--- src/design/dsrc_pkg.sv ---
// Shared constants for the debounced status relay control block.
// Channel and relay bit positions, register indexes and register widths.
// No dependencies.
package dsrc_pkg;

  // Register file
  localparam int unsigned CFG_ADDR_W = 2;
  localparam int unsigned CFG_DATA_W = 8;
  localparam int unsigned THR_W      = 8;

  localparam logic [CFG_ADDR_W-1:0] REG_SHORT_THR = 2'd0;
  localparam logic [CFG_ADDR_W-1:0] REG_LONG_THR  = 2'd1;
  localparam logic [CFG_ADDR_W-1:0] REG_FORCE     = 2'd2;

  localparam logic [THR_W-1:0] SHORT_THR_RST = 8'd10;
  localparam logic [THR_W-1:0] LONG_THR_RST  = 8'd50;

  // Filter channels, also the status flag bits
  localparam int unsigned NUM_CH   = 4;
  localparam int unsigned CH_K1    = 0;
  localparam int unsigned CH_K2    = 1;
  localparam int unsigned CH_K3    = 2;
  localparam int unsigned CH_FAULT = 3;

  // Relay bits
  localparam int unsigned NUM_RELAY = 5;
  localparam int unsigned RL_K2     = 0;
  localparam int unsigned RL_K850   = 1;
  localparam int unsigned RL_K31    = 2;
  localparam int unsigned RL_K32    = 3;
  localparam int unsigned RL_K33    = 4;

  typedef logic [NUM_CH-1:0]    flags_t;
  typedef logic [NUM_RELAY-1:0] relays_t;

endpackage

--- src/design/debounced_status_relay_control.sv ---
// Debounced status relay control: per-channel on/off tick counters, status
// flags and relay drive, one word in and one word out per tick.
// Depends on dsrc_pkg.
//
//   channel | ports                      | direction | word
//   input   | in_valid / in_ready        | in        | four sampled levels
//   result  | out_valid / out_ready      | out       | four flags, five relays
//   config  | cfg_we, cfg_addr, cfg_wdata| in        | one register write
//
// A word passes through an input register, then the counter update writes the
// flag, relay and counter registers that drive the result ports and sets
// out_valid; one word per cycle sustained while out_ready stays high.
// Synchronous active-low reset clears counters, flags and relays and loads the
// register defaults (short 10, long 50, force off).
// A stalled result holds the state; the input register accepts one more word.
module debounced_status_relay_control #(
  parameter int unsigned COUNT_WIDTH = 8
) (
  input  logic                               clk,
  input  logic                               rst_n,
  input  logic                               in_valid,
  output logic                               in_ready,
  input  logic                               in_k1_level,
  input  logic                               in_k2_level,
  input  logic                               in_k3_level,
  input  logic                               in_fault_level,
  output logic                               out_valid,
  input  logic                               out_ready,
  output logic                               out_k1_on,
  output logic                               out_k2_on,
  output logic                               out_k3_on,
  output logic                               out_pfc_ok,
  output logic                               out_relay_k2,
  output logic                               out_relay_k850,
  output logic                               out_relay_k31,
  output logic                               out_relay_k32,
  output logic                               out_relay_k33,
  input  logic                               cfg_we,
  input  logic [dsrc_pkg::CFG_ADDR_W-1:0]    cfg_addr,
  input  logic [dsrc_pkg::CFG_DATA_W-1:0]    cfg_wdata
);
  import dsrc_pkg::*;

  localparam int unsigned CMP_W = (COUNT_WIDTH > THR_W) ? COUNT_WIDTH : THR_W;

  typedef logic [COUNT_WIDTH-1:0] cnt_t;

  // Configuration registers
  logic [THR_W-1:0] short_thr_r;
  logic [THR_W-1:0] long_thr_r;
  logic             force_r;

  // Input register
  logic   s1_valid_r;
  flags_t s1_act_r;

  // Filter state, doubles as the result word
  cnt_t    on_cnt_r  [NUM_CH];
  cnt_t    off_cnt_r [NUM_CH];
  cnt_t    on_cnt_nxt  [NUM_CH];
  cnt_t    off_cnt_nxt [NUM_CH];
  flags_t  flags_r;
  flags_t  flags_nxt;
  relays_t relays_r;
  relays_t relays_nxt;
  logic    out_valid_r;

  logic adv;

  function automatic cnt_t sat_inc(input cnt_t v);
    return (&v) ? v : v + 1'b1;
  endfunction

  function automatic logic reached(input cnt_t v, input logic [THR_W-1:0] thr);
    return CMP_W'(v) >= CMP_W'(thr);
  endfunction

  // Handshake: advance the input word when the result slot is free
  assign adv      = s1_valid_r && (!out_valid_r || out_ready);
  assign in_ready = !s1_valid_r || adv;

  // Write configuration registers
  always_ff @(posedge clk) begin
    if (!rst_n) begin
      short_thr_r <= SHORT_THR_RST;
      long_thr_r  <= LONG_THR_RST;
      force_r     <= 1'b0;
    end else if (cfg_we) begin
      case (cfg_addr)
        REG_SHORT_THR: short_thr_r <= cfg_wdata[THR_W-1:0];
        REG_LONG_THR:  long_thr_r  <= cfg_wdata[THR_W-1:0];
        REG_FORCE:     force_r     <= cfg_wdata[0];
        default:       ;
      endcase
    end
  end

  // Capture levels as active flags (K1 is active low)
  always_ff @(posedge clk) begin
    if (!rst_n) begin
      s1_valid_r <= 1'b0;
    end else if (in_ready) begin
      s1_valid_r <= in_valid;
    end
  end

  always_ff @(posedge clk) begin
    if (in_valid && in_ready) begin
      s1_act_r[CH_K1]    <= ~in_k1_level;
      s1_act_r[CH_K2]    <= in_k2_level;
      s1_act_r[CH_K3]    <= in_k3_level;
      s1_act_r[CH_FAULT] <= in_fault_level;
    end
  end

  // Counter update per channel; K3 uses the long threshold and clears the
  // opposite counter on every tick
  always_comb begin
    cnt_t             inc;
    logic [THR_W-1:0] thr;
    logic             clr;
    flags_nxt = flags_r;
    for (int ch = 0; ch < NUM_CH; ch++) begin
      clr = (ch == CH_K3);
      thr = (ch == CH_K3) ? long_thr_r : short_thr_r;
      on_cnt_nxt[ch]  = on_cnt_r[ch];
      off_cnt_nxt[ch] = off_cnt_r[ch];
      if (s1_act_r[ch]) begin
        inc = sat_inc(on_cnt_r[ch]);
        if (clr) begin
          off_cnt_nxt[ch] = '0;
        end
        if (reached(inc, thr)) begin
          on_cnt_nxt[ch] = '0;
          flags_nxt[ch]  = 1'b1;
        end else begin
          on_cnt_nxt[ch] = inc;
        end
      end else begin
        inc = sat_inc(off_cnt_r[ch]);
        if (clr) begin
          on_cnt_nxt[ch] = '0;
        end
        if (reached(inc, thr)) begin
          off_cnt_nxt[ch] = '0;
          flags_nxt[ch]   = 1'b0;
        end else begin
          off_cnt_nxt[ch] = inc;
        end
      end
    end
  end

  // Relay drive from the new flags
  always_comb begin
    relays_nxt = relays_r;
    if (force_r) begin
      relays_nxt = '1;
    end else if (!flags_nxt[CH_FAULT]) begin
      relays_nxt[RL_K31] = 1'b1;
      relays_nxt[RL_K32] = 1'b1;
    end else begin
      relays_nxt[RL_K2]   = flags_nxt[CH_K2];
      relays_nxt[RL_K850] = flags_nxt[CH_K3];
      relays_nxt[RL_K31]  = flags_nxt[CH_K3];
      relays_nxt[RL_K32]  = flags_nxt[CH_K3];
      relays_nxt[RL_K33]  = flags_nxt[CH_K3];
    end
  end

  // Commit the tick into state and the result slot
  always_ff @(posedge clk) begin
    if (!rst_n) begin
      for (int ch = 0; ch < NUM_CH; ch++) begin
        on_cnt_r[ch]  <= '0;
        off_cnt_r[ch] <= '0;
      end
      flags_r     <= '0;
      relays_r    <= '0;
      out_valid_r <= 1'b0;
    end else begin
      if (adv) begin
        for (int ch = 0; ch < NUM_CH; ch++) begin
          on_cnt_r[ch]  <= on_cnt_nxt[ch];
          off_cnt_r[ch] <= off_cnt_nxt[ch];
        end
        flags_r     <= flags_nxt;
        relays_r    <= relays_nxt;
        out_valid_r <= 1'b1;
      end else if (out_ready) begin
        out_valid_r <= 1'b0;
      end
    end
  end

  // Result ports
  assign out_valid      = out_valid_r;
  assign out_k1_on      = flags_r[CH_K1];
  assign out_k2_on      = flags_r[CH_K2];
  assign out_k3_on      = flags_r[CH_K3];
  assign out_pfc_ok     = flags_r[CH_FAULT];
  assign out_relay_k2   = relays_r[RL_K2];
  assign out_relay_k850 = relays_r[RL_K850];
  assign out_relay_k31  = relays_r[RL_K31];
  assign out_relay_k32  = relays_r[RL_K32];
  assign out_relay_k33  = relays_r[RL_K33];

  // Checks
  a_force_all: assert property (@(posedge clk) disable iff (!rst_n)
    (adv && force_r) |=> (relays_r == '1))
    else $error("force mode did not close all relays");

  a_pfc_low: assert property (@(posedge clk) disable iff (!rst_n)
    (adv && !force_r) |=> (flags_r[CH_FAULT] || (relays_r[RL_K31] && relays_r[RL_K32])))
    else $error("K31/K32 open while PFC flag is clear");

  a_k3_excl: assert property (@(posedge clk) disable iff (!rst_n)
    (on_cnt_r[CH_K3] == '0) || (off_cnt_r[CH_K3] == '0))
    else $error("K3 on and off counters both nonzero");

  a_hold: assert property (@(posedge clk) disable iff (!rst_n)
    (out_valid_r && !out_ready) |=> ($stable(flags_r) && $stable(relays_r)))
    else $error("result state changed while stalled");

endmodule

--- config.mk ---
export PLATFORM = sky130hd
export DESIGN_NAME = debounced_status_relay_control
export DESIGN_NICKNAME = d
export VERILOG_FILES = /design/src/design/dsrc_pkg.sv /design/src/design/debounced_status_relay_control.sv
export SDC_FILE = /design/constraint.sdc
export NUM_CORES = 1
export LEC_CHECK = 0
export BUFFER_PORTS_ARGS = -buffer_cell sky130_fd_sc_hd__buf_2
export CAP_MARGIN = 40
export CORE_MARGIN = 5
export CORE_UTILIZATION = 60
export CTS_CLUSTER_DIAMETER = 50
export CTS_CLUSTER_SIZE = 10
export DETAILED_ROUTE_END_ITERATION = 12
export PLACE_DENSITY_LB_ADDON = 0.2
export SLEW_MARGIN = 20
export SYNTH_ARGS = -nofsm -noshare
export SYNTH_HDL_FRONTEND = slang
export SYNTH_SLANG_ARGS = --single-unit
--- constraint.sdc ---
create_clock -name clk -period 7.55 [get_ports clk]
set_input_delay 0.3775 -clock clk [delete_from_list [all_inputs] [get_ports clk]]
set_output_delay 0.3775 -clock clk [all_outputs]
set_load 0.02 [all_outputs]
==> impl_results.rst, run 1 <==
.. list-table::
   :header-rows: 1

   * - Metric
     - Value
   * - Total power
     - 1.116 mW
   * - Register-to-Register Path Depth
     - 12
   * - Post-CTS setup repair buffer count
     - 0
   * - Finished layout cell area
     - 6790 um^2
   * - Main combinational cell family by area after synthesis
     - simple AND/OR/NAND/NOR gates
   * - #FFs+latches synth
     - 94
   * - Most common cell after layout, fill and taps aside
     - ha_1
   * - Number of hold-slack violations in the final timing report
     - 0
   * - Library cell used as clock root buffer
     - clkbuf_8
   * - XOR/XNOR Fraction of Synth Area
     - 0.03458
   * - Actual slew at the worst max-slew pin
     - 764.7 ps
   * - Number of DRC markers in iteration 0
     - 294
   * - Setup slack of the critical path after layout
     - 4174 ps
   * - Floorplan core area
     - slightly above 10,000 um^2
   * - Clock net sink count
     - 94
   * - Power density over the cells
     - 164.3 nW/um^2
   * - Largest clock skew in the final design
     - 5.104 ps
   * - Number of buffers created by CTS
     - 9
   * - Part of the Yosys area used for sequential elements
     - 0.4047
   * - Worst reg2reg startpoint
     - off_cnt_r[2][0]$_SDFFCE_PP0P_
   * - Area of the die
     - 12,710 um^2
   * - Final design utilization
     - 0.6577
   * - Detailed-placement wirelength estimate
     - between 10,000 and 15,000 um
   * - Remaining Overflow, GRT
     - 0
   * - I/O Buffers
     - 29
   * - Post-cts hold buffer count
     - 0
   * - Number of global-route vias before repair
     - ~4,800
   * - Flop2flop setup slack
     - ~4200 ps
   * - Net Count, Synth
     - 724
   * - Number of warnings issued by yosys
     - 0
   * - Setup slack after placement
     - 4224 ps
   * - Layout Cells excl Fill
     - 805
   * - Post-synthesis cell count
     - 633
   * - Final-layout setup total negative slack
     - 0 ps
   * - Simple logic cell fraction of the synthesized area
     - 0.2328
   * - Mux cell area share after synthesis
     - 0.02510
   * - All-layer global routing usage
     - 0.2237
   * - Clock tree from TritonCTS
     - built
   * - Worst hold path startpoint
     - in_k3_level
   * - Min Hold Slack
     - 186.8 ps
   * - Starting density of the core
     - 0.6133
   * - Element type at the critical path end
     - flop
   * - Leading cell types in the layout, fill and taps excluded
     - ha_1, edfxtp_1, nor2_1
   * - DR WL/cell
     - around 17 um
   * - Via density per instance
     - 6.001
   * - Share of cells above drive strength 1
     - 0.1241
   * - I/O pins
     - 30
   * - Mean instance size in the synthesized netlist
     - 10.00 um^2
   * - Max-cap violation count
     - 0
   * - Global-route wire length before repair
     - 22,840 um
   * - Adder-cell share of the synthesized area
     - 0.1423
   * - Final count of negative-setup-slack endpoints
     - 0
   * - Outcome
     - complete, no violations
   * - Clock input transition at the sequential cells of the worst setup and hold paths
     - 90 ps
   * - Fraction of registers with async set/reset
     - 0
   * - Post-Place Cells
     - about 790
   * - Die Wd
     - around 110 um
   * - WS Path Type
     - reg -> reg
   * - Unrepaired setup endpoints after global routing
     - no
   * - Data arrival time of the worst path
     - between 3000 and 4000 ps
   * - Unique masters post-synth
     - 56
   * - Final weighted congestion in routability-driven placement
     - 0.8840
   * - Endpoint required time on the critical path
     - 7760 ps
   * - Largest driver fanout on the critical path
     - 7
   * - Synthesis-to-layout area growth
     - 7.253%
   * - Nets@finish
     - 755
   * - Residual DRC
     - 0
   * - Worst hold endpoint
     - s1_act_r[2]$_DFFE_PP_
   * - Maximum number of pins on one net before global-route repair
     - 35
   * - PostCTS Resize Cnt
     - 0
   * - Element type at the critical path start
     - flop
   * - Static leakage
     - 2.889 nW
   * - Type of the worst min-delay path
     - in -> reg
   * - Vert. Die Dim
     - 112.7 um
   * - Synthesized-area fraction occupied by ao, oa, aoi and oai cells
     - 0.1352
   * - H-tree level count
     - 3
   * - First drt pass iteration count
     - 5
   * - Longest Clk Path Bufs
     - 2
   * - Routed via count
     - 4,831
   * - Number of pins with negative max-slew slack in the final report
     - 0
   * - ANT nets after route
     - 0
   * - Number of instances on the worst hold path
     - 1
   * - Count of flip-flops with a built-in enable after synthesis
     - 68
   * - Primary flip-flop cell chosen by synthesis mapping
     - edfxtp_1
   * - Highest attainable clock frequency
     - 296.2 MHz
   * - Crit Reg-Reg Endpoint
     - off_cnt_r[2][4]$_SDFFCE_PP0P_
   * - # rows
     - 37
   * - Total cell area at the placement stage
     - 6605 um^2
   * - Max IR drop VDD
     - 0.00009280 V
   * - Worst relative slew slack
     - 0.4868
   * - Clock latency at the later pin of the worst-skew pair
     - approximately 370 ps
   * - Final period utilization
     - 0.4471
   * - Initial antenna violation count
     - 0
   * - Diodes inserted
     - 0
   * - Final worst path period need
     - 3376 ps
   * - Post-synthesis instance area
     - 6331 um^2
   * - Sum of routed wire length over all layers
     - between 10,000 and 15,000 um
## worst max-delay path, cell delays in order (launching register included)
cell      delay [ps]
edfxtp_1         460
ha_1             260
and3_1           200
and2_1           210
nand4_2          190
nand4_1          140
xnor2_1          210
ha_1             290
a211oi_2         180
o21ai_1          110
a221oi_2         400
nand3b_1         310
a211oi_1         240
## layer usage
layer,routed length (um),global-route usage,vias to the layer above
li1,-,-,2396
met1,6473,0.2996,2293
met2,6529,0.3760,116
met3,524,0.02460,26
met4,306,0.08173,0
met5,0,0,-
## Yosys cell counts, types with 10 or more instances
cell | instances | share of area
a21oi_1 | 36 | 0.028
and3_1 | 38 | 0.038
dfxtp_1 | 26 | 0.082
edfxtp_1 | 68 | 0.32
ha_1 | 72 | 0.14
inv_1 | 27 | 0.016
nand2_1 | 49 | 0.029
nand3_1 | 30 | 0.024
nand4_1 | 10 | 0.0099
nor2_1 | 56 | 0.033
nor2b_1 | 36 | 0.036
nor3_1 | 13 | 0.010
o21ai_0 | 27 | 0.021
xnor2_1 | 22 | 0.030
## cell type report
class	instances	area, um^2
sequential	94	2562
tap	136	170.2
clock inverter	5	36.28
clock buffer	11	141.4
multi-input combinational	499	3608
timing repair buffer	33	170.2
fill	831	3533
inverter	27	101.3
## flip-flops by register name (all words and copies together) (netlist names)
register     cells
flags_r          4
s1_valid_r       1
force_r          1
off_cnt_r       32
relays_r         3
long_thr_r       8
on_cnt_r        32
short_thr_r      8
out_valid        1
s1_act_r         4
## worst max-delay path by stage
stage	start	end	cells after the start
after global routing	off_cnt_r[1][0]$_SDFFCE_PP0P_	relays_r[0]$_SDFFE_PN0P_	14
after CTS	off_cnt_r[2][0]$_SDFFCE_PP0P_	off_cnt_r[2][4]$_SDFFCE_PP0P_	12
after global placement	on_cnt_r[2][0]$_SDFFCE_PP0P_	relays_r[2]$_SDFFE_PN0P_	12
final	off_cnt_r[2][0]$_SDFFCE_PP0P_	off_cnt_r[2][4]$_SDFFCE_PP0P_	12
after floorplan	on_cnt_r[2][0]$_SDFFCE_PP0P_	relays_r[2]$_SDFFE_PN0P_	12
after detailed placement	off_cnt_r[2][0]$_SDFFCE_PP0P_	off_cnt_r[2][4]$_SDFFCE_PP0P_	12
## logic make-up (layout without fill, tap and decap cells)
logic type | after synthesis | after routing
xor+xnor | 25 | 25
fa+ha+maj | 72 | 72
simple gates | 268 | 268
mux | 15 | 15
flops | 94 | 94
compound gates | 119 | 119
buf+inv | 40 | 76
## where the power goes
group          switching, mW  internal (mW)  total [mW]
registers             0.0264          0.582       0.608
clock network          0.182          0.130       0.312
logic                  0.114         0.0812       0.195
total                  0.323          0.793        1.12
(Power assumes the default switching activity.)
==> run 2, diff against run 1 <==
- CORE_UTILIZATION: 60 -> 56
- clock period: 7.55 -> 3 ns (I/O delays scaled with it)
==> run 2 against run 1 <==
Compared with the run above:
- the run now ends with setup timing left
- worst hold slack worse by 150 ps
- maximum frequency up 12%
- critical endpoint is now relays_r[1]$_SDFFE_PN0P_
- largest cell class unchanged
- first-iteration DRC count down 8.5%
- non-clock buffer count up 83
- final cell count up 11%
==> impl_results.rst, run 2 (synthesized netlist as in run 1, its figures left out) <==
.. list-table::
   :header-rows: 1

   * - Metric
     - Value
   * - Static leakage
     - ~3.4 nW
   * - Diodes inserted
     - 0
   * - Remaining Overflow, GRT
     - 0
   * - Clock net sink count
     - 94
   * - I/O Buffers
     - 29
   * - Outcome
     - complete, but fails checks
   * - Critical-path top delay cell
     - edfxtp_1
   * - Global-route wire length before repair
     - 24,880 um
   * - Final design utilization
     - 0.7216
   * - Unrepaired setup endpoints after global routing
     - yes
   * - Power density over the cells
     - 406.8 nW/um^2
   * - Max IR drop VDD
     - about 0.00028 V
   * - Number of global-route vias before repair
     - 5,340
   * - Largest clock skew in the final design
     - around 12 ps
   * - Failing checks
     - setup timing
   * - Floorplan core area
     - around 11,000 um^2
   * - Number of DRC markers in iteration 0
     - about 270
   * - Final period utilization
     - 1.007
   * - Clock tree from TritonCTS
     - built
   * - Longest Clk Path Bufs
     - 2
   * - Element type at the critical path start
     - flop
   * - Starting density of the core
     - 0.5764
   * - Setup slack of the critical path after layout
     - -20.86 ps
   * - Residual DRC
     - 0
   * - Largest regs
     - off_cnt_r: 32 flops, on_cnt_r: 32 flops
   * - Series of cell instances along the critical path
     - ha_2, and3_4, and2_4, nand4_4, nand4_1, xnor2_2, ha_1, a211oi_2, o21ai_1, a221oi_2, buf_4, nor2_2, a211o_1, nor4b_4, a211oi_2
   * - DR WL/cell
     - approximately 17 um
   * - First drt pass iteration count
     - 5
   * - Max-cap violation count
     - 0
   * - Number of hold-slack violations in the final timing report
     - 0
   * - Clock latency at the later pin of the worst-skew pair
     - 350 ps
   * - Initial antenna violation count
     - 0
   * - Share of cells above drive strength 1
     - 0.2979
   * - Crit path buffers/inverters
     - 1
   * - H-tree level count
     - 3
   * - Total cell area at the placement stage
     - 7048 um^2
   * - Data arrival time of the worst path
     - 3300 ps
   * - # rows
     - 38
   * - Area of the die
     - 13,530 um^2
   * - WS Path Type
     - reg -> reg
   * - Sum of routed wire length over all layers
     - 15,550 um
   * - Final weighted congestion in routability-driven placement
     - 0.8723
   * - Most common cell after layout, fill and taps aside
     - buf_4
   * - Critical Path Max Stage Delay
     - 390 ps
   * - Highest attainable clock frequency
     - 331.0 MHz
   * - Endpoint required time on the critical path
     - 3280 ps
   * - Min Hold Slack
     - 36.03 ps
   * - All-layer global routing usage
     - 0.2341
   * - Library cell used as clock root buffer
     - clkbuf_16
   * - Number of pins with negative max-slew slack in the final report
     - 0
   * - Detailed-placement wirelength estimate
     - 11,070 um
   * - Most frequent cell on the critical path
     - a211oi_2
   * - Finished layout cell area
     - 7925 um^2
   * - Die Wd
     - 116.3 um
   * - Final count of negative-setup-slack endpoints
     - 2
   * - Actual slew at the worst max-slew pin
     - 721.5 ps
   * - Routed via count
     - 5,261
   * - Clock input transition at the sequential cells of the worst setup and hold paths
     - approximately 70 ps
   * - Number of buffers created by CTS
     - 9
   * - Type of the worst min-delay path
     - in -> reg
   * - Final worst path period need
     - 3021 ps
   * - Element type at the critical path end
     - flop
   * - Leading cell types in the layout, fill and taps excluded
     - buf_4, edfxtp_1, ha_1
   * - ANT nets after route
     - 0
   * - Maximum number of pins on one net before global-route repair
     - 34
   * - Largest driver fanout on the critical path
     - 5
   * - Number of inserted filler cells in the final layout
     - 751
   * - Vert. Die Dim
     - 116.3 um
   * - I/O pins
     - 30
   * - Via density per instance
     - between 5 and 6
   * - Nets@finish
     - around 840
   * - Worst relative slew slack
     - 0.5190
   * - Synthesis-to-layout area growth
     - 25.18%
   * - Kind of cell with the highest combined delay on the critical path
     - compound AO/OA/AOI/OAI gates
-- run 2: changes by cell type in the layout (fill, tap and decap cells not counted), moves of 8 or more --
cell / delta
clkbuf_8: -10
nand3_1: -10
ha_1: -8
buf_4: +77
clkbuf_16: +9
xnor2_2: +11
xnor2_1: -11
-- run 2: through the flow --
stage	setup TNS, ps	power [mW]	worst slack, ps	instances
final	-24.04	3.224	-20.86	892
after global routing	-743.6	3.369	-167.3	892
after CTS	0	3.167	2.121	876
after detailed placement	-1773	2.101	-167.2	850
after global placement	-370.0	2.069	-88.64	849
after floorplan	0	1.906	10.85	633
-- run 2: path summary, 6_finish.rpt --
check	to	from	depth (start not counted)	slack [ps]
setup / recovery	relays_r[1]$_SDFFE_PN0P_	off_cnt_r[2][1]$_SDFFCE_PP0P_	15	-20
hold / removal	s1_act_r[0]$_DFFE_PP_	in_k1_level	2	40
setup reg to reg	relays_r[1]$_SDFFE_PN0P_	off_cnt_r[2][1]$_SDFFCE_PP0P_	15	-20
hold reg to reg	long_thr_r[7]$_SDFFE_PN0P_	long_thr_r[7]$_SDFFE_PN0P_	2	540
-- run 2: layer usage --
layer	global-route usage	vias up	wire length, um
li1	-	2567	-
met1	0.2801	2512	6559
met2	0.4127	139	7839
met3	0.04145	43	693
met4	0.1005	0	459
met5	0	-	0
-- run 2: layout make-up --
cell class,instances,area [um^2],share of cell area
inverters,27,101.3,0.01279
repair buffers,116,818.3,0.1033
flip-flops and latches,94,2562,0.3233
multi-input cells,499,4006,0.5055
well taps,140,175.2,0.02210
clock inverters,4,25.02,0.003158
clock buffers,12,236.5,0.02984
-- run 2: power breakdown --
group	internal, mW	switching [mW]
clock	0.563	0.482
combinational	0.303	0.339
sequential	1.47	0.0712
-- run 2: repair_timing --
item | in CTS | in global routing
gates resized for setup | 25 | 61
hold endpoints to repair | 3 | 0
setup endpoints to repair | 18 | 67
hold buffers | 3 | 0
setup buffers | 7 | 16
pin swaps | 16 | 38
